$ cat src/sv/ttdc_pkg.sv
// Shared types and constants for the touch tap/drag classifier.
// Used by every module of the block; depends on nothing.
`timescale 1ns / 1ps
`default_nettype none

package ttdc_pkg;

    // Converter and field widths
    localparam int RAW_W      = 12;
    localparam int THRESH_W   = 13;
    localparam int LIMIT_W    = 16;
    localparam int TIME_W     = 32;
    localparam int POS_X_W    = 9;
    localparam int POS_Y_W    = 8;
    localparam int PATH_W     = 16;
    localparam int CFG_IDX_W  = 2;
    localparam int CFG_DATA_W = 16;

    // Screen size defaults and the width that holds any supported size
    localparam int DEF_SCREEN_WIDTH  = 320;
    localparam int DEF_SCREEN_HEIGHT = 240;
    localparam int SIZE_W            = 13;

    // Depth of the queue between classifier and emitter
    localparam int CMDQ_DEPTH = 4;

    // Register reset values
    localparam logic [THRESH_W-1:0] RST_PRESSURE_THRESHOLD = 13'd300;
    localparam logic [LIMIT_W-1:0]  RST_TAP_DISTANCE_LIMIT = 16'd18;
    localparam logic [LIMIT_W-1:0]  RST_TAP_TIME_LIMIT_MS  = 16'd1500;

    // Register indexes
    localparam logic [CFG_IDX_W-1:0] CFG_PRESSURE_THRESHOLD = 2'd0;
    localparam logic [CFG_IDX_W-1:0] CFG_TAP_DISTANCE_LIMIT = 2'd1;
    localparam logic [CFG_IDX_W-1:0] CFG_TAP_TIME_LIMIT_MS  = 2'd2;

    // Result event codes
    typedef enum logic [1:0] {
        EV_MOVE    = 2'd0,
        EV_TAP     = 2'd1,
        EV_RELEASE = 2'd2
    } t_event_kind;

    // Command codes passed from classifier to emitter
    typedef enum logic [1:0] {
        CMD_MOVE        = 2'd0,
        CMD_RELEASE     = 2'd1,
        CMD_TAP_RELEASE = 2'd2
    } t_cmd_kind;

    typedef struct packed {
        logic [RAW_W-1:0]  z1_reading;
        logic [RAW_W-1:0]  z2_reading;
        logic [RAW_W-1:0]  x_reading;
        logic [RAW_W-1:0]  y_reading;
        logic              display_on;
        logic [TIME_W-1:0] now_ms;
    } t_in_item;

    typedef struct packed {
        logic [1:0]         event_kind;
        logic [POS_X_W-1:0] pos_x;
        logic [POS_Y_W-1:0] pos_y;
        logic               last_event;
    } t_out_item;

    typedef struct packed {
        logic [THRESH_W-1:0] pressure_threshold;
        logic [LIMIT_W-1:0]  tap_distance_limit;
        logic [LIMIT_W-1:0]  tap_time_limit_ms;
    } t_cfg;

    typedef struct packed {
        t_cmd_kind          kind;
        logic [POS_X_W-1:0] pos_x;
        logic [POS_Y_W-1:0] pos_y;
    } t_cmd;

endpackage

`default_nettype wire

$ cat src/sv/touch_tap_drag_classifier.sv
// Touch tap/drag classifier, top level: configuration registers and the
// classifier, command queue and emitter. Depends on ttdc_pkg and ttdc_* modules.
`timescale 1ns / 1ps
`default_nettype none

// Takes one touch-converter poll sample per clock while full is low and turns
// it into move, tap and release events with screen coordinates. A sample is
// registered once, then updates the touch state and enters a four-entry command
// queue; the emitter drains the queue into the output register, so a move or a
// plain release passes the sample register and queue, and a release that counts
// as a tap yields two results (tap, then release). Samples flow at one per
// cycle while full is low; the emitter delivers one result per cycle unless the
// consumer stalls pop, so full rises only then or when taps outpace the output.
// Samples that cause no event (idle, or display off) take no output slot.
// Configuration is always ready and must be written while the block is idle.
module touch_tap_drag_classifier #(
    parameter int SCREEN_WIDTH  = ttdc_pkg::DEF_SCREEN_WIDTH,
    parameter int SCREEN_HEIGHT = ttdc_pkg::DEF_SCREEN_HEIGHT
) (
    input  wire logic                                i_clk,
    input  wire logic                                i_rst_n,
    input  wire logic                                push,
    output logic                                     full,
    input  wire ttdc_pkg::t_in_item                  i_in_item,
    output logic                                     empty,
    input  wire logic                                pop,
    output ttdc_pkg::t_out_item                      o_out_item,
    input  wire logic                                i_cfg_valid,
    output logic                                     o_cfg_ready,
    input  wire logic [ttdc_pkg::CFG_IDX_W-1:0]      i_cfg_index,
    input  wire logic [ttdc_pkg::CFG_DATA_W-1:0]     i_cfg_data
);
    import ttdc_pkg::*;

    t_cfg r_cfg;
    t_cmd fq_cmd;
    t_cmd qb_cmd;
    logic fq_push;
    logic q_full;
    logic q_empty;
    logic bq_pop;

    // Configuration registers
    assign o_cfg_ready = 1'b1;

    always_ff @(posedge i_clk) begin
        if (!i_rst_n) begin
            r_cfg.pressure_threshold <= RST_PRESSURE_THRESHOLD;
            r_cfg.tap_distance_limit <= RST_TAP_DISTANCE_LIMIT;
            r_cfg.tap_time_limit_ms  <= RST_TAP_TIME_LIMIT_MS;
        end else if (i_cfg_valid && o_cfg_ready) begin
            case (i_cfg_index)
                CFG_PRESSURE_THRESHOLD: begin
                    r_cfg.pressure_threshold <= i_cfg_data[THRESH_W-1:0];
                end
                CFG_TAP_DISTANCE_LIMIT: begin
                    r_cfg.tap_distance_limit <= i_cfg_data[LIMIT_W-1:0];
                end
                CFG_TAP_TIME_LIMIT_MS: begin
                    r_cfg.tap_time_limit_ms <= i_cfg_data[LIMIT_W-1:0];
                end
                default: begin
                end
            endcase
        end
    end

    ttdc_front #(
        .SCREEN_WIDTH  (SCREEN_WIDTH),
        .SCREEN_HEIGHT (SCREEN_HEIGHT)
    ) u_front (
        .i_clk      (i_clk),
        .i_rst_n    (i_rst_n),
        .i_cfg      (r_cfg),
        .i_push     (push),
        .o_full     (full),
        .i_item     (i_in_item),
        .o_cmd_push (fq_push),
        .o_cmd      (fq_cmd),
        .i_cmd_full (q_full)
    );

    ttdc_cmdq #(
        .DEPTH (CMDQ_DEPTH)
    ) u_cmdq (
        .i_clk   (i_clk),
        .i_rst_n (i_rst_n),
        .i_push  (fq_push),
        .i_cmd   (fq_cmd),
        .o_full  (q_full),
        .i_pop   (bq_pop),
        .o_cmd   (qb_cmd),
        .o_empty (q_empty)
    );

    ttdc_back u_back (
        .i_clk       (i_clk),
        .i_rst_n     (i_rst_n),
        .i_cmd       (qb_cmd),
        .i_cmd_empty (q_empty),
        .o_cmd_pop   (bq_pop),
        .i_pop       (pop),
        .o_empty     (empty),
        .o_item      (o_out_item)
    );

endmodule

`default_nettype wire

$ cat src/sv/ttdc_front.sv
// Classifier front end: registers each sample, updates touch state, issues commands.
// Depends on ttdc_pkg.
`timescale 1ns / 1ps
`default_nettype none

module ttdc_front #(
    parameter int SCREEN_WIDTH  = ttdc_pkg::DEF_SCREEN_WIDTH,
    parameter int SCREEN_HEIGHT = ttdc_pkg::DEF_SCREEN_HEIGHT
) (
    input  wire logic              i_clk,
    input  wire logic              i_rst_n,
    input  wire ttdc_pkg::t_cfg    i_cfg,
    input  wire logic              i_push,
    output logic                   o_full,
    input  wire ttdc_pkg::t_in_item i_item,
    output logic                   o_cmd_push,
    output ttdc_pkg::t_cmd         o_cmd,
    input  wire logic              i_cmd_full
);
    import ttdc_pkg::*;

    localparam int PROD_W = RAW_W + SIZE_W;
    localparam int SUM_W  = PATH_W + 2;
    localparam logic [SIZE_W-1:0] X_SIZE = SIZE_W'(SCREEN_WIDTH);
    localparam logic [SIZE_W-1:0] Y_SIZE = SIZE_W'(SCREEN_HEIGHT);
    localparam logic [SIZE_W-1:0] X_MAX  = SIZE_W'(SCREEN_WIDTH - 1);
    localparam logic [SIZE_W-1:0] Y_MAX  = SIZE_W'(SCREEN_HEIGHT - 1);

    // raw * size / 4096, clamped to size - 1
    function automatic logic [SIZE_W-1:0] scale_coord(
        input logic [RAW_W-1:0]  raw,
        input logic [SIZE_W-1:0] size,
        input logic [SIZE_W-1:0] vmax
    );
        logic [PROD_W-1:0] prod;
        logic [SIZE_W-1:0] v;
        prod = PROD_W'(raw) * PROD_W'(size);
        v    = prod[PROD_W-1:RAW_W];
        return (v > vmax) ? vmax : v;
    endfunction

    // Sample stage
    logic                r_valid;
    logic                r_pressed;
    logic [POS_X_W-1:0]  r_x;
    logic [POS_Y_W-1:0]  r_y;
    logic                r_disp;
    logic [TIME_W-1:0]   r_now;

    // Touch state
    logic                r_is_pressed, n_is_pressed;
    logic [POS_X_W-1:0]  r_last_x, n_last_x;
    logic [POS_Y_W-1:0]  r_last_y, n_last_y;
    logic [PATH_W-1:0]   r_path, n_path;
    logic [TIME_W-1:0]   r_start, n_start;

    logic [THRESH_W-1:0] pressure;
    logic                pressed_now;
    logic [SIZE_W-1:0]   x_scaled;
    logic [SIZE_W-1:0]   y_scaled;
    logic                emit;
    logic                stall;
    logic                fire;
    logic                accept;
    logic [POS_X_W-1:0]  dx_abs;
    logic [POS_Y_W-1:0]  dy_abs;
    logic [SUM_W-1:0]    path_sum;
    logic [TIME_W-1:0]   duration;
    logic                tap_ok;

    // Pressure and screen coordinates of the incoming sample
    always_comb begin
        if (i_item.z1_reading != '0) begin
            pressure = THRESH_W'(i_item.z1_reading) + THRESH_W'(12'hFFF)
                     - THRESH_W'(i_item.z2_reading);
        end else begin
            pressure = '0;
        end
        pressed_now = (pressure >= i_cfg.pressure_threshold);
        x_scaled    = scale_coord(i_item.x_reading, X_SIZE, X_MAX);
        y_scaled    = scale_coord(i_item.y_reading, Y_SIZE, Y_MAX);
    end

    // Handshake: hold the sample stage while its command cannot enter the queue
    assign emit   = r_disp && (r_pressed || r_is_pressed);
    assign stall  = r_valid && emit && i_cmd_full;
    assign fire   = r_valid && !stall;
    assign accept = i_push && !stall;
    assign o_full = stall;

    always_ff @(posedge i_clk) begin
        if (!i_rst_n) begin
            r_valid <= 1'b0;
        end else if (!stall) begin
            r_valid <= accept;
        end
    end

    always_ff @(posedge i_clk) begin
        if (accept) begin
            r_pressed <= pressed_now;
            r_x       <= x_scaled[POS_X_W-1:0];
            r_y       <= y_scaled[POS_Y_W-1:0];
            r_disp    <= i_item.display_on;
            r_now     <= i_item.now_ms;
        end
    end

    // Path increment, press duration and tap decision
    always_comb begin
        dx_abs   = (r_x > r_last_x) ? (r_x - r_last_x) : (r_last_x - r_x);
        dy_abs   = (r_y > r_last_y) ? (r_y - r_last_y) : (r_last_y - r_y);
        path_sum = SUM_W'(r_path) + SUM_W'(dx_abs) + SUM_W'(dy_abs);
        duration = r_now - r_start;
        tap_ok   = (r_path < i_cfg.tap_distance_limit)
                && (duration < TIME_W'(i_cfg.tap_time_limit_ms));
    end

    // Advance touch state
    always_comb begin
        n_is_pressed = r_is_pressed;
        n_last_x     = r_last_x;
        n_last_y     = r_last_y;
        n_path       = r_path;
        n_start      = r_start;
        if (fire) begin
            if (r_pressed) begin
                n_is_pressed = 1'b1;
                n_last_x     = r_x;
                n_last_y     = r_y;
                if (!r_is_pressed) begin
                    n_path  = '0;
                    n_start = r_now;
                end else if (path_sum > SUM_W'({PATH_W{1'b1}})) begin
                    n_path = {PATH_W{1'b1}};
                end else begin
                    n_path = path_sum[PATH_W-1:0];
                end
            end else if (r_is_pressed) begin
                n_is_pressed = 1'b0;
            end
        end
    end

    always_ff @(posedge i_clk) begin
        if (!i_rst_n) begin
            r_is_pressed <= 1'b0;
            r_last_x     <= '0;
            r_last_y     <= '0;
            r_path       <= '0;
            r_start      <= '0;
        end else begin
            r_is_pressed <= n_is_pressed;
            r_last_x     <= n_last_x;
            r_last_y     <= n_last_y;
            r_path       <= n_path;
            r_start      <= n_start;
        end
    end

    // Issue a command for every sample that produces events
    always_comb begin
        o_cmd_push = fire && emit;
        if (r_pressed) begin
            o_cmd.kind  = CMD_MOVE;
            o_cmd.pos_x = r_x;
            o_cmd.pos_y = r_y;
        end else begin
            o_cmd.kind  = tap_ok ? CMD_TAP_RELEASE : CMD_RELEASE;
            o_cmd.pos_x = r_last_x;
            o_cmd.pos_y = r_last_y;
        end
    end

endmodule

`default_nettype wire

$ cat src/sv/ttdc_cmdq.sv
// Short command queue between the classifier and the event emitter.
// Depends on ttdc_pkg.
`timescale 1ns / 1ps
`default_nettype none

module ttdc_cmdq #(
    parameter int DEPTH = ttdc_pkg::CMDQ_DEPTH
) (
    input  wire logic           i_clk,
    input  wire logic           i_rst_n,
    input  wire logic           i_push,
    input  wire ttdc_pkg::t_cmd i_cmd,
    output logic                o_full,
    input  wire logic           i_pop,
    output ttdc_pkg::t_cmd      o_cmd,
    output logic                o_empty
);
    import ttdc_pkg::*;

    localparam int PTR_W = (DEPTH > 1) ? $clog2(DEPTH) : 1;
    localparam int CNT_W = $clog2(DEPTH + 1);
    localparam logic [PTR_W-1:0] LAST_PTR = PTR_W'(DEPTH - 1);

    t_cmd             r_mem [DEPTH];
    logic [PTR_W-1:0] r_wr_ptr, n_wr_ptr;
    logic [PTR_W-1:0] r_rd_ptr, n_rd_ptr;
    logic [CNT_W-1:0] r_count, n_count;
    logic             do_push;
    logic             do_pop;

    assign o_full  = (r_count == CNT_W'(DEPTH));
    assign o_empty = (r_count == '0);
    assign o_cmd   = r_mem[r_rd_ptr];
    assign do_push = i_push && !o_full;
    assign do_pop  = i_pop && !o_empty;

    // Advance pointers and count
    always_comb begin
        n_wr_ptr = r_wr_ptr;
        n_rd_ptr = r_rd_ptr;
        n_count  = r_count;
        if (do_push) begin
            n_wr_ptr = (r_wr_ptr == LAST_PTR) ? '0 : r_wr_ptr + 1'b1;
        end
        if (do_pop) begin
            n_rd_ptr = (r_rd_ptr == LAST_PTR) ? '0 : r_rd_ptr + 1'b1;
        end
        if (do_push && !do_pop) begin
            n_count = r_count + 1'b1;
        end else if (do_pop && !do_push) begin
            n_count = r_count - 1'b1;
        end
    end

    always_ff @(posedge i_clk) begin
        if (!i_rst_n) begin
            r_wr_ptr <= '0;
            r_rd_ptr <= '0;
            r_count  <= '0;
        end else begin
            r_wr_ptr <= n_wr_ptr;
            r_rd_ptr <= n_rd_ptr;
            r_count  <= n_count;
        end
    end

    // Store entries
    always_ff @(posedge i_clk) begin
        if (do_push) begin
            r_mem[r_wr_ptr] <= i_cmd;
        end
    end

endmodule

`default_nettype wire

$ cat src/sv/ttdc_back.sv
// Event emitter: expands queued commands into result events in an output register.
// Depends on ttdc_pkg.
`timescale 1ns / 1ps
`default_nettype none

module ttdc_back (
    input  wire logic           i_clk,
    input  wire logic           i_rst_n,
    input  wire ttdc_pkg::t_cmd i_cmd,
    input  wire logic           i_cmd_empty,
    output logic                o_cmd_pop,
    input  wire logic           i_pop,
    output logic                o_empty,
    output ttdc_pkg::t_out_item o_item
);
    import ttdc_pkg::*;

    logic      r_out_valid;
    logic      r_tap_done;
    t_out_item r_item, n_item;
    logic      out_free;
    logic      load;
    logic      tap_first;

    // Load a waiting command whenever the output register is empty or being taken
    assign out_free  = !r_out_valid || i_pop;
    assign load      = out_free && !i_cmd_empty;
    assign tap_first = (i_cmd.kind == CMD_TAP_RELEASE) && !r_tap_done;
    assign o_cmd_pop = load && !tap_first;
    assign o_empty   = !r_out_valid;
    assign o_item    = r_item;

    // Build the next event from the queue head
    always_comb begin
        n_item.pos_x      = i_cmd.pos_x;
        n_item.pos_y      = i_cmd.pos_y;
        n_item.last_event = !tap_first;
        case (i_cmd.kind)
            CMD_MOVE:        n_item.event_kind = EV_MOVE;
            CMD_TAP_RELEASE: n_item.event_kind = tap_first ? EV_TAP : EV_RELEASE;
            default:         n_item.event_kind = EV_RELEASE;
        endcase
    end

    always_ff @(posedge i_clk) begin
        if (!i_rst_n) begin
            r_out_valid <= 1'b0;
            r_tap_done  <= 1'b0;
        end else begin
            if (out_free) begin
                r_out_valid <= !i_cmd_empty;
            end
            if (load) begin
                r_tap_done <= tap_first;
            end
        end
    end

    always_ff @(posedge i_clk) begin
        if (load) begin
            r_item <= n_item;
        end
    end

endmodule

`default_nettype wire

$ cat config.mk
export PLATFORM = sky130hd
export DESIGN_NAME = touch_tap_drag_classifier
export DESIGN_NICKNAME = d
export VERILOG_FILES = /design/src/sv/ttdc_pkg.sv /design/src/sv/touch_tap_drag_classifier.sv /design/src/sv/ttdc_front.sv /design/src/sv/ttdc_cmdq.sv /design/src/sv/ttdc_back.sv
export SDC_FILE = /design/constraint.sdc
export NUM_CORES = 1
export LEC_CHECK = 0
export ABC_AREA = 1
export BUFFER_PORTS_ARGS = -buffer_cell sky130_fd_sc_hd__buf_2
export CAP_MARGIN = 20
export CORE_ASPECT_RATIO = 0.8
export CORE_MARGIN = 1.5
export CORE_UTILIZATION = 55
export DETAILED_ROUTE_END_ITERATION = 16
export PLACE_DENSITY = 0.79
export RECOVER_POWER = 100
export SYNTH_ARGS = -nofsm -noshare
export SYNTH_HDL_FRONTEND = slang
export SYNTH_SLANG_ARGS = --single-unit
export TNS_END_PERCENT = 50
$ cat constraint.sdc
create_clock -name i_clk -period 4.2 [get_ports i_clk]
set_clock_uncertainty 0.1 [all_clocks]
set_input_delay 0.21 -clock i_clk [delete_from_list [all_inputs] [get_ports i_clk]]
set_output_delay 0.21 -clock i_clk [all_outputs]
set_load 0.02 [all_outputs]
==> results of run 1 <==
## per-stage QoR
stage | util, % | instances | setup WS (ns)
after floorplan | - | 2229 | -0.2014
after global placement | 62.38 | 2841 | -0.3263
after detailed placement | 62.38 | 2841 | -0.5108
after CTS | 68.19 | 2969 | -0.3486
after global routing | 68.53 | 2975 | -0.7480
final | 68.53 | 2975 | -0.4701
## metal layers
| metal | part of all wire [%] | vias to the layer above | track usage (%) |
|---|---|---|---|
| met4 | 1.6 | 0 | 6.016 |
| met3 | 7.5 | 63 | 4.643 |
| met2 | 44 | 477 | 44.28 |
| met5 | 0 | - | 0 |
| met1 | 47 | 7550 | 40.71 |
| li1 | - | 7976 | - |
## repair_timing
| action | in CTS | in global routing |
|---|---|---|
| gates resized for setup | 45 | 41 |
| hold endpoints to repair | 82 | 0 |
| hold buffers | 56 | 0 |
| buffers inserted | 19 | 6 |
| cloned | 1 | 0 |
| pin swaps | 9 | 14 |
| setup endpoints to repair | 16 | 20 |
## worst register-to-register path, delay by kind of cell, from the launching register on
kind / cells / cell delay, ns
adder cells (fa/ha/maj): 3 / 0.99
AND/OR/NAND/NOR: 17 / 1.50
multiplexers: 1 / 0.31
AO/OA/AOI/OAI: 5 / 0.61
buffers and inverters: 4 / 0.48
flip-flops: 1 / 0.44
XOR/XNOR: 1 / 0.15
## power by group through the flow
stage | Combinational (mW) | Clock [mW] | Sequential (mW)
floorplan | 3.19 | 0 | 3.53
global placement | 4.88 | 0 | 3.42
detailed placement | 5.03 | 0 | 3.43
CTS | 5.43 | 2.51 | 3.38
global route | 6.33 | 2.62 | 3.43
finish | 5.75 | 2.47 | 3.39
## sequential cells by signal, indices dropped and copies added, names as in the netlist, 9 cells and up, named ones only
name              flops
r_cfg                45
u_back.o_item        20
u_cmdq.r_mem         76
u_front.r_last_x      9
u_front.r_now        32
u_front.r_path       16
u_front.r_start      32
u_front.r_x           9
## placed cells by master, fill, tap and decap left out, types with 5 or more instances in the layout
| master | synthesis | layout |
|---|---|---|
| nand2_1 | 447 | 426 |
| inv_1 | 355 | 354 |
| a21oi_1 | 200 | 189 |
| o21ai_0 | 186 | 183 |
| ha_1 | 180 | 169 |
| nor2_1 | 153 | 148 |
| edfxtp_1 | 147 | 147 |
| buf_4 | 1 | 123 |
| dfxtp_1 | 123 | 122 |
| buf_2 | 5 | 98 |
| nand3_1 | 85 | 77 |
| dlygate4sd3_1 | 0 | 56 |
| clkbuf_1 | 43 | 48 |
| xor2_1 | 43 | 42 |
| nand2_2 | 26 | 39 |
| clkbuf_16 | 0 | 28 |
| fa_1 | 29 | 27 |
| nand4_1 | 26 | 26 |
| nor3_1 | 23 | 21 |
| o22ai_1 | 19 | 19 |
| a21oi_2 | 11 | 19 |
| o211ai_1 | 17 | 17 |
| xnor2_1 | 16 | 14 |
| o21bai_1 | 12 | 12 |
| ha_4 | 0 | 10 |
| inv_2 | 8 | 9 |
| nand3_2 | 2 | 8 |
| nand2_4 | 0 | 8 |
| buf_6 | 2 | 7 |
| a21o_1 | 6 | 6 |
| clkinv_2 | 0 | 6 |
| o221ai_1 | 5 | 5 |
| nor2_2 | 2 | 5 |
| nor2_4 | 3 | 5 |
| clkbuf_8 | 0 | 5 |
## cells by family (layout without fill, tap and decap cells)
kind of cell	count (synthesis)	in the layout	share of synthesized area, %
fa+ha+maj	209	209	15.86
simple gates	787	787	18.62
buf+inv	418	744	8.927
other cells	1	1	0.02100
mux	4	4	0.2452
xor+xnor	61	61	3.076
flops	270	270	38.51
compound gates	479	479	14.74
## Yosys cell counts, drive strengths merged (3+ instances only)
master	number	area, um2
nand2	473	1841
inv	363	1363
a21oi	211	1097
o21ai	188	940.9
ha	180	2252
nor2	158	620.6
edfxtp	147	4414
dfxtp	123	2462
nand3	87	445.4
xor2	45	409.1
clkbuf	43	161.4
fa	29	580.6
nand4	27	175.2
nor3	24	125.1
o22ai	19	118.9
o211ai	17	127.6
xnor2	16	140.1
o21bai	12	90.09
buf	11	66.31
a21o	6	45.04
and2	5	31.28
o221ai	5	43.79
o31ai	4	30.03
a211oi	3	22.52
a31oi	3	18.77
mux2	3	33.78
o21a	3	22.52
or2	3	18.77
or4	3	22.52
## path summary, 6_finish.rpt
kind | start | to | cells after the start
worst min register to register | u_front.r_start[18]$_SDFFE_PN0P_ | u_front.r_start[18]$_SDFFE_PN0P_ | 2
worst max-delay path | u_front.r_x[6]$_SDFFCE_PN0P_ | u_front.r_path[6]$_SDFFE_PN0P_ | 31
worst max register to register | u_front.r_x[6]$_SDFFCE_PN0P_ | u_front.r_path[6]$_SDFFE_PN0P_ | 31
worst min-delay path | i_cfg_valid | r_cfg[17]$_SDFFE_PN1P_ | 4
## final cells by class
type	count	area share [%]
clock inverters	12	0.5527
flip-flops and latches	270	31.65
multi-input cells	1541	45.14
clock buffers	40	3.662
inverters	364	6.287
repair buffers	328	10.29
well taps	420	2.418
==> results.md, run 1 <==
- Ant. Diodes: 0
- Post-detailed-route via-to-cell ratio: roughly 5.4
- Max FO, Critical Path: 7
- Syn-to-layout area delta: 21.70%
- WP buf/inv: 4
- Max_slew headroom: -24.22%
- CP max stage delay: 0.44 ns
- Cell family with most CP delay: simple AND/OR/NAND/NOR gates
- Maximum Capacitance Violations: 2
- Clock-pin slew on the worst setup and hold paths: 0.06 ns
- Final worst slack: -0.4701 ns
- Final Cell Area: between 0.02 and 0.025 mm2
- Post-Syn Nets: 2542
- CTS Buf Count: 28
- Routed wire length: 48160 um
- Logic pwr share: 49.5%
- CP Launch Type: register
- Async set-reset flop share out of synthesis: 0%
- Crit path kind: reg2reg
- # fillers: around 2500
- Reg2reg setup slack: -0.47 ns
- Most numerous cell on the critical path: nand2_2
- Share of cells above drive strength 1: roughly 16%
- Leak: 10.03 nW
- Register area share after synthesis: 38.51%
- # setup viols final: 16
- CP endpoint kind: register
- Initial antenna violation count: 0
- Avg Cell Area, Syn: 8.011 um2
- Pin count of the biggest net entering global routing: 64
- Routability cong.: around 0.99
- Internal power: ~7.0 mW
- RSZ-0062 raised after global routing: true
- Post-synth EDFFs: about 150
- Final Cycle Share: 111.2%
- Grt ovf: 0
- Flip-flop and latch area: between 0.006 and 0.007 mm2
- Setup_tns: -6.805 ns
- Post-DRT Antenna Nets: 0
- Total core area: 0.03171 mm2
- Post-Syn Area: 0.01786 mm2
- Synth warn: 0
- Die width: roughly 200 um
- WL/cell: about 16 um
- Hold_ws: 0.03548 ns
- Sequential Power Share: 29.2%
- Worst skew pair latency: 0.58 ns
- Area after DPL: 0.01978 mm2
- Clk pwr share: 21.3%
- WP data required: 4.59 ns
- Sw Ratio: 39.93%
- Min-Delay Path Class: in2reg
- CTS tree: done
- Critical Path AT: 5.06 ns
- Row count: 58
- Critical Path Slowest Stage Cell: edfxtp_1
- Root Buffer: clkbuf_16
- # DRC: 0
- DIE AREA: 0.03356 mm2
- Psw: between 4 and 5 mW
- DRT iter0 DRCs: 1174
- Synth cell types: 58
- Status: finished with violations
- Clock buffer depth: 3
- Initial Util: approximately 56%
- DR vias: 16070
- Vias in the first global route: 15230
- Post-layout minimum cycle time: 4.670 ns
- Power, Total: between 10 and 15 mW
- Die Ht: 164.2 um
- First-pass GRT wire length: approximately 75000 um
- CTS sink cnt: 270
- Fmax: 214.1 MHz
- Failing checks: capacitance limit, slew limit, setup timing
- Max-slew violation count: 57
- FF+latch count, synth: between 200 and 300
- Post-DP HPWL: 36070 um
- Top_reg_cell synth: edfxtp_1
- I/O pin count: 127
- Drt first pass iters: 5
- Slew @ Worst Pin: 1.856 ns
- Final Hold Viols: 0
- Multi-input logic area: approximately 0.01 mm2
- Synthesized instance count: 2229
- Maximum VDD drop: 0.4137 mV
- Power Density: 534.2 mW/mm2
- Nets: 2846
- Tot GR Track Use: 28.14%
- I/O Buffers: 125
- H-tree lvl count: 1
No activity file was read; power rests on OpenSTA's default activity.
==> run 2, diff against run 1 <==
ABC_AREA = 0   (was 1)
BUFFER_PORTS_ARGS = default   (was -buffer_cell sky130_fd_sc_hd__buf_2)
DONT_BUFFER_PORTS = 1   (was default)
PLACE_DENSITY = 0.75   (was 0.79)
==> results.md, run 2 <==
- Met1 Usage GRT: a little under two fifths
- Fmax: 181.8 MHz
- CTS tree: done
- WP data required: 4.58 ns
- Area contributors post-synth: edfxtp_1, dfxtp_1, ha_1
- Post-Syn Area: between 0.015 and 0.02 mm2
- Nets: 2287
- Synthesized instance count: roughly 1800
- Commonest cells after routing, fill and taps aside: nand2_1, ha_1, buf_4, inv_1, edfxtp_1
- Critical Path AT: ~6 ns
- Final Hold Viols: 0
- Area after DPL: 0.01873 mm2
- Initial antenna violation count: 1
- H-tree lvl count: 1
- RSZ-0062 raised after global routing: true
- # DRC: 0
- GRT busiest layer: met2
- Clock buffer depth: 3
- Async set-reset flop share out of synthesis: 0%
- Total core area: ~0.030 mm2
- Setup_tns: -22.55 ns
- Inst Count DP: 2276
- CP Launch Type: register
- CP endpoint kind: register
- Final worst slack: -1.302 ns
- Grt ovf: 0
- Die Ht: around 160 um
- Routability cong.: ~0.9
- # setup viols final: 24
- Failing checks: capacitance limit, slew limit, setup timing
- Drt first pass iters: 5
- CTS Buf Count: 29
- Die width: about 200 um
- Pin count of the biggest net entering global routing: 108
- CTS sink cnt: 270
- Row count: 57
- Met2 usage: 40.91%
- Vias in the first global route: 13500
- Root Buffer: clkbuf_16
- Max FO, Critical Path: 5
- Synth warn: 0
- Fin cells: 2410
- Avg Cell Area, Syn: 9.737 um2
- Clock-pin slew on the worst setup and hold paths: 0.06 ns
- Final Cell Area: 0.02055 mm2
- First-pass GRT wire length: 66270 um
- Post-DRT Antenna Nets: 0
- Top flop regs: u_cmdq.r_mem x76, r_cfg x45
- Share of cells above drive strength 1: 14.88%
- Max_slew headroom: -15.03%
- DR vias: 13510
- Final Cycle Share: 131.0%
- Register area share after synthesis: roughly two fifths
- Pre-CTS worst setup slack: -1.341 ns
- Syn-to-layout area delta: 20.27%
- Slew @ Worst Pin: ~1.7 ns
- Leak: 8.308 nW
- I/O Buffers: 0
- Worst skew pair latency: 0.55 ns
- Initial Util: 56.11%
- Post-DP HPWL: 29380 um
- Largest register FFs: 76
- Post-layout minimum cycle time: 5.502 ns
- Most common cell after layout, fill and taps aside: nand2_1
- Tot GR Track Use: 25.76%
- Maximum VDD drop: 0.3957 mV
- Status: finished with violations
- DIE AREA: 0.03214 mm2
- Max-slew violation count: between 50 and 60
- Power Density: around 500 mW/mm2
- Post-detailed-route via-to-cell ratio: 5.606
- Yosys top cell area share: between 20% and 30%
- Met3 Use GR: 4.578%
- WL/cell: 16.75 um
- Synth top cells by count: nand2_1, ha_1, inv_1
- Most flop-heavy register: u_cmdq.r_mem
- DRT iter0 DRCs: just over 800
- Top_reg_cell synth: edfxtp_1
- I/O pin count: 127
- Post-synth EDFFs: 147
- Synth cell types: 85
- Min-Delay Path Class: in2reg
- FF+latch count, synth: 270
- Most frequent cell after synthesis: nand2_1
- Crit path kind: reg2reg
- Routed wire length: 40370 um
- Power, Total: 10.27 mW
- Maximum Capacitance Violations: 2
- Post-Syn Nets: around 2100
- Cell taking the most area after synthesis: edfxtp_1
==> run 2: cell types whose count changed in the layout (fill, tap and decap cells not counted), moves of 45 or more <==
cell	previous run	this run
o21ai_0	183	63
a21boi_0	2	90
a21oi_1	189	74
nor2_1	148	76
nand3_1	77	17
inv_1	354	163
nand2_1	426	275
buf_2	98	0
buf_4	123	168
==> run 2: path summary, 6_finish.rpt <==
kind                            slack [ns]  cells after the start                          endpoint                              from
worst max register to register       -1.30                     24   u_front.r_path[11]$_SDFFE_PN0P_      u_front.r_x[5]$_SDFFCE_PN1P_
worst min register to register        0.36                      2  u_front.r_start[19]$_SDFFE_PN0P_  u_front.r_start[19]$_SDFFE_PN0P_
worst max-delay path                 -1.30                     24   u_front.r_path[11]$_SDFFE_PN0P_      u_front.r_x[5]$_SDFFCE_PN1P_
worst min-delay path                  0.08                      4      u_front.r_x[5]$_SDFFCE_PN1P_                     i_in_item[56]
==> run 2: metrics by stage <==
stage | hold slack (ns) | util (%)
final | 0.07573 | 67.48
after global routing | 0.09412 | 67.48
after CTS | 0.02988 | 67.20
after detailed placement | 0.2089 | 61.52
after global placement | 0.2089 | 61.52
after floorplan | 0.2089 | -
==> run 2: routing by layer <==
| metal | vias to the layer above | routed length [um] |
|---|---|---|
| met3 | 69 | 2305 |
| met5 | - | 0 |
| met4 | 0 | 827 |
| met1 | 6451 | 19180 |
| li1 | 6650 | - |
| met2 | 340 | 18060 |
==> run 2: logic make-up after synthesis <==
group                      share of synthesized area [%]
xor gates and xnor gates                           3.537
AOI/OAI and AO/OA                                  16.54
buffers and inverters                              4.965
and+or+nand+nor                                    14.02
muxes                                              4.093
adders and majority gates                          16.58
other                                            0.02195
DFF                                                40.24
==> run 2: area by class of cell <==
cell class / instances / area (um2)
Antenna cell: 1 / 2.502
Multi-Input combinational cell: 1263 / 9550
Sequential cell: 270 / 6878
Timing Repair Buffer: 247 / 2031
Inverter: 163 / 611.8
Clock inverter: 20 / 190.2
Tap cell: 413 / 516.7
Clock buffer: 33 / 770.7
Fill cell: 2376 / 9902
==> run 2: power by group <==
group          internal [mW]  leakage, nW  switching, mW
logic                   2.08         5.45           2.17
registers               3.19         2.38          0.277
clock network           1.50        0.476           1.05
total                   6.77         8.31           3.50
==> run 2: worst max-delay path: stages (launching register included) <==
cell	delay, ns
edfxtp_1	0.45
ha_4	0.31
nand4_1	0.18
a21oi_2	0.18
a211oi_2	0.06
o31a_1	0.30
mux2_4	0.32
a311oi_2	0.24
nand2_1	0.10
xor2_1	0.16
ha_1	0.33
or2_4	0.27
a21oi_4	0.13
nor3b_2	0.05
or2_4	0.23
xor2_1	0.14
ha_1	0.30
a21o_1	0.12
o41ai_2	0.08
or2_4	0.24
or4_4	0.44
o31ai_4	0.26
buf_6	0.16
nor3_2	0.04
a211oi_2	0.22
==> run 2: timing repair <==
action / CTS / global route
resized for setup: 9 / 19
setup buffers: 4 / 5
endpoints found under the hold margin: 154 / 0
pin swaps: 4 / 8
endpoints found under the setup margin: 24 / 24
cloned: 0 / 1
hold buffers: 69 / 0
==> run 3, diff against run 2 <==
PLACE_DENSITY = 0.72   (was 0.75)
clock period = 5.7 ns   (was 4.2 ns; I/O delays follow)
==> results.md, run 3 (synthesis results as in run 2) <==
- Status: finished with violations
- Failing checks: capacitance limit, slew limit
- Die width: 200.1 um
- Power Density: 362.4 mW/mm2
- Top flop regs: u_cmdq.r_mem x76, r_cfg x45
- Origin of the worst setup path: u_front.r_x[6]$_SDFFCE_PN0P_
- Maximum VDD drop: 0.2465 mV
- Worst skew pair latency: 0.56 ns
- Post-DRT Antenna Nets: 0
- Min-Delay Path Class: in2reg
- Largest register FFs: 76
- Post-layout minimum cycle time: 5.659 ns
- Slew @ Worst Pin: 1.800 ns
- Most numerous cell on the critical path: buf_4
- Reg2reg setup slack: 0.04 ns
- WP buf/inv: 13
- Initial Util: a little under three fifths
- Initial antenna violation count: 1
- Vias in the first global route: between 10000 and 15000
- Final Cycle Share: 99.28%
- Power, Total: approximately 7 mW
- Max_slew headroom: -20.52%
- Nets: about 2200
- Row count: 57
- DIE AREA: roughly 0.032 mm2
- Final Hold Viols: 0
- I/O pin count: 127
- CP Launch Type: register
- Post-detailed-route via-to-cell ratio: 5.646
- Share of cells above drive strength 1: around 9.0%
- # setup viols final: 0
- Critical Path Slowest Stage Cell: or4_4
- Tot GR Track Use: around a quarter
- DRT iter0 DRCs: 740
- Final worst slack: roughly 0.041 ns
- Pre-CTS worst setup slack: -0.05651 ns
- Syn-to-layout area delta: 13.99%
- H-tree lvl count: 1
- Root Buffer: clkbuf_16
- WP data required: between 6 and 7 ns
- CTS Buf Count: 27
- Routed wire length: roughly 39000 um
- Fmax: around 180 MHz
- Last element of the critical path: u_front.r_path[12]$_SDFFE_PN0P_
- Die Ht: 160.7 um
- Most common cell after layout, fill and taps aside: nand2_1
- DR vias: 12830
- Critical Path AT: between 6 and 7 ns
- WP depth: 29
- Most flop-heavy register: u_cmdq.r_mem
- Clock buffer depth: 3
- WL/cell: 17.04 um
- RSZ-0062 raised after global routing: true
- Total core area: 0.03045 mm2
- CP endpoint kind: register
- Cells on worst reg2reg path: 29
- Reg2reg end: u_front.r_path[12]$_SDFFE_PN0P_
- Grt ovf: 0
- Hold_ws: 0.01475 ns
- Maximum Capacitance Violations: 2
- R2R Path Start: u_front.r_x[6]$_SDFFCE_PN0P_
- Max FO, Critical Path: 7
- I/O Buffers: 0
- Leak: roughly 7.6 nW
- Cell family with most CP delay: buffers and inverters
- CTS tree: done
- Crit path kind: reg2reg
- Max-slew violation count: 74
- First-pass GRT wire length: between 60000 and 70000 um
- Commonest cells after routing, fill and taps aside: nand2_1, ha_1, inv_1, edfxtp_1, dfxtp_1
- Pin count of the biggest net entering global routing: 108
- Routability cong.: 0.8979
- Ant. Diodes: 0
- CP max stage delay: 0.56 ns
- Post-DP HPWL: 28200 um
- Clock-pin slew on the worst setup and hold paths: 0.06 ns
- Drt first pass iters: 5
- CTS sink cnt: between 200 and 300
- # DRC: 0
-- run 3: layout make-up --
class | count | area, um2
Clock buffer | 35 | 715.7
Clock inverter | 14 | 150.1
Fill cell | 2469 | 10980
Inverter | 163 | 611.8
Multi-Input combinational cell | 1263 | 9595
Sequential cell | 270 | 6878
Tap cell | 413 | 516.7
Timing Repair Buffer | 115 | 1010
-- run 3: how the worst min path moves through the flow --
| stage | from | endpoint | slack, ns | depth (start not counted) |
|---|---|---|---|---|
| finish | i_in_item[43] | u_front.r_y[7]$_SDFFCE_PN1P_ | 0.01 | 2 |
| global route | i_in_item[43] | u_front.r_y[7]$_SDFFCE_PN1P_ | 0.02 | 2 |
| CTS | i_in_item[43] | u_front.r_y[7]$_SDFFCE_PN1P_ | 0.001 | 2 |
| detailed placement | i_in_item[3] | u_front.r_now[3]$_DFFE_PP_ | 0.28 | 0 |
| global placement | i_in_item[17] | u_front.r_now[17]$_DFFE_PP_ | 0.28 | 0 |
| floorplan | i_in_item[32] | u_front.r_disp$_DFFE_PP_ | 0.28 | 0 |
-- run 3: routing by layer --
| layer | part of all wire (%) | GRT usage (%) |
|---|---|---|
| met5 | 0 | 0 |
| met4 | 1.6 | 4.272 |
| met3 | 4.9 | 3.255 |
| met2 | 45 | 39.66 |
| met1 | 48 | 35.11 |
-- run 3: worst register-to-register path: cells and delay by family, from the launching register on --
| family | cells | cell delay (ns) |
|---|---|---|
| compound gates | 8 | 1.08 |
| xor+xnor | 2 | 0.43 |
| fa+ha+maj | 3 | 0.87 |
| buf+inv | 13 | 1.70 |
| flops | 1 | 0.45 |
| simple gates | 3 | 1.01 |
-- run 3: per-stage QoR --
| stage | util, % | instances | area (um2) | TNS (ns) |
|---|---|---|---|---|
| finish | 63.96 | 2273 | 19480 | 0 |
| global route | 63.96 | 2273 | 19480 | -2.531 |
| CTS | 63.32 | 2259 | 19280 | 0 |
| detailed placement | 58.06 | 2141 | 17680 | -0.2925 |
| global placement | 58.06 | 2141 | 17680 | 0 |
| floorplan | - | 1755 | 17130 | 0 |
-- run 3: power breakdown --
part	total, mW	switching (mW)	internal, mW	leakage, nW
clock	1.74	0.759	0.985	0.406
combinational	2.74	1.51	1.23	4.83
sequential	2.57	0.225	2.35	2.38
-- run 3: what timing repair did --
item,4_1_cts,5_1_grt
pin swaps,4,25
hold buffers,57,1
hold endpoints to repair,148,2
gates resized for setup,11,30
endpoints found under the setup margin,16,16
setup buffers,12,12
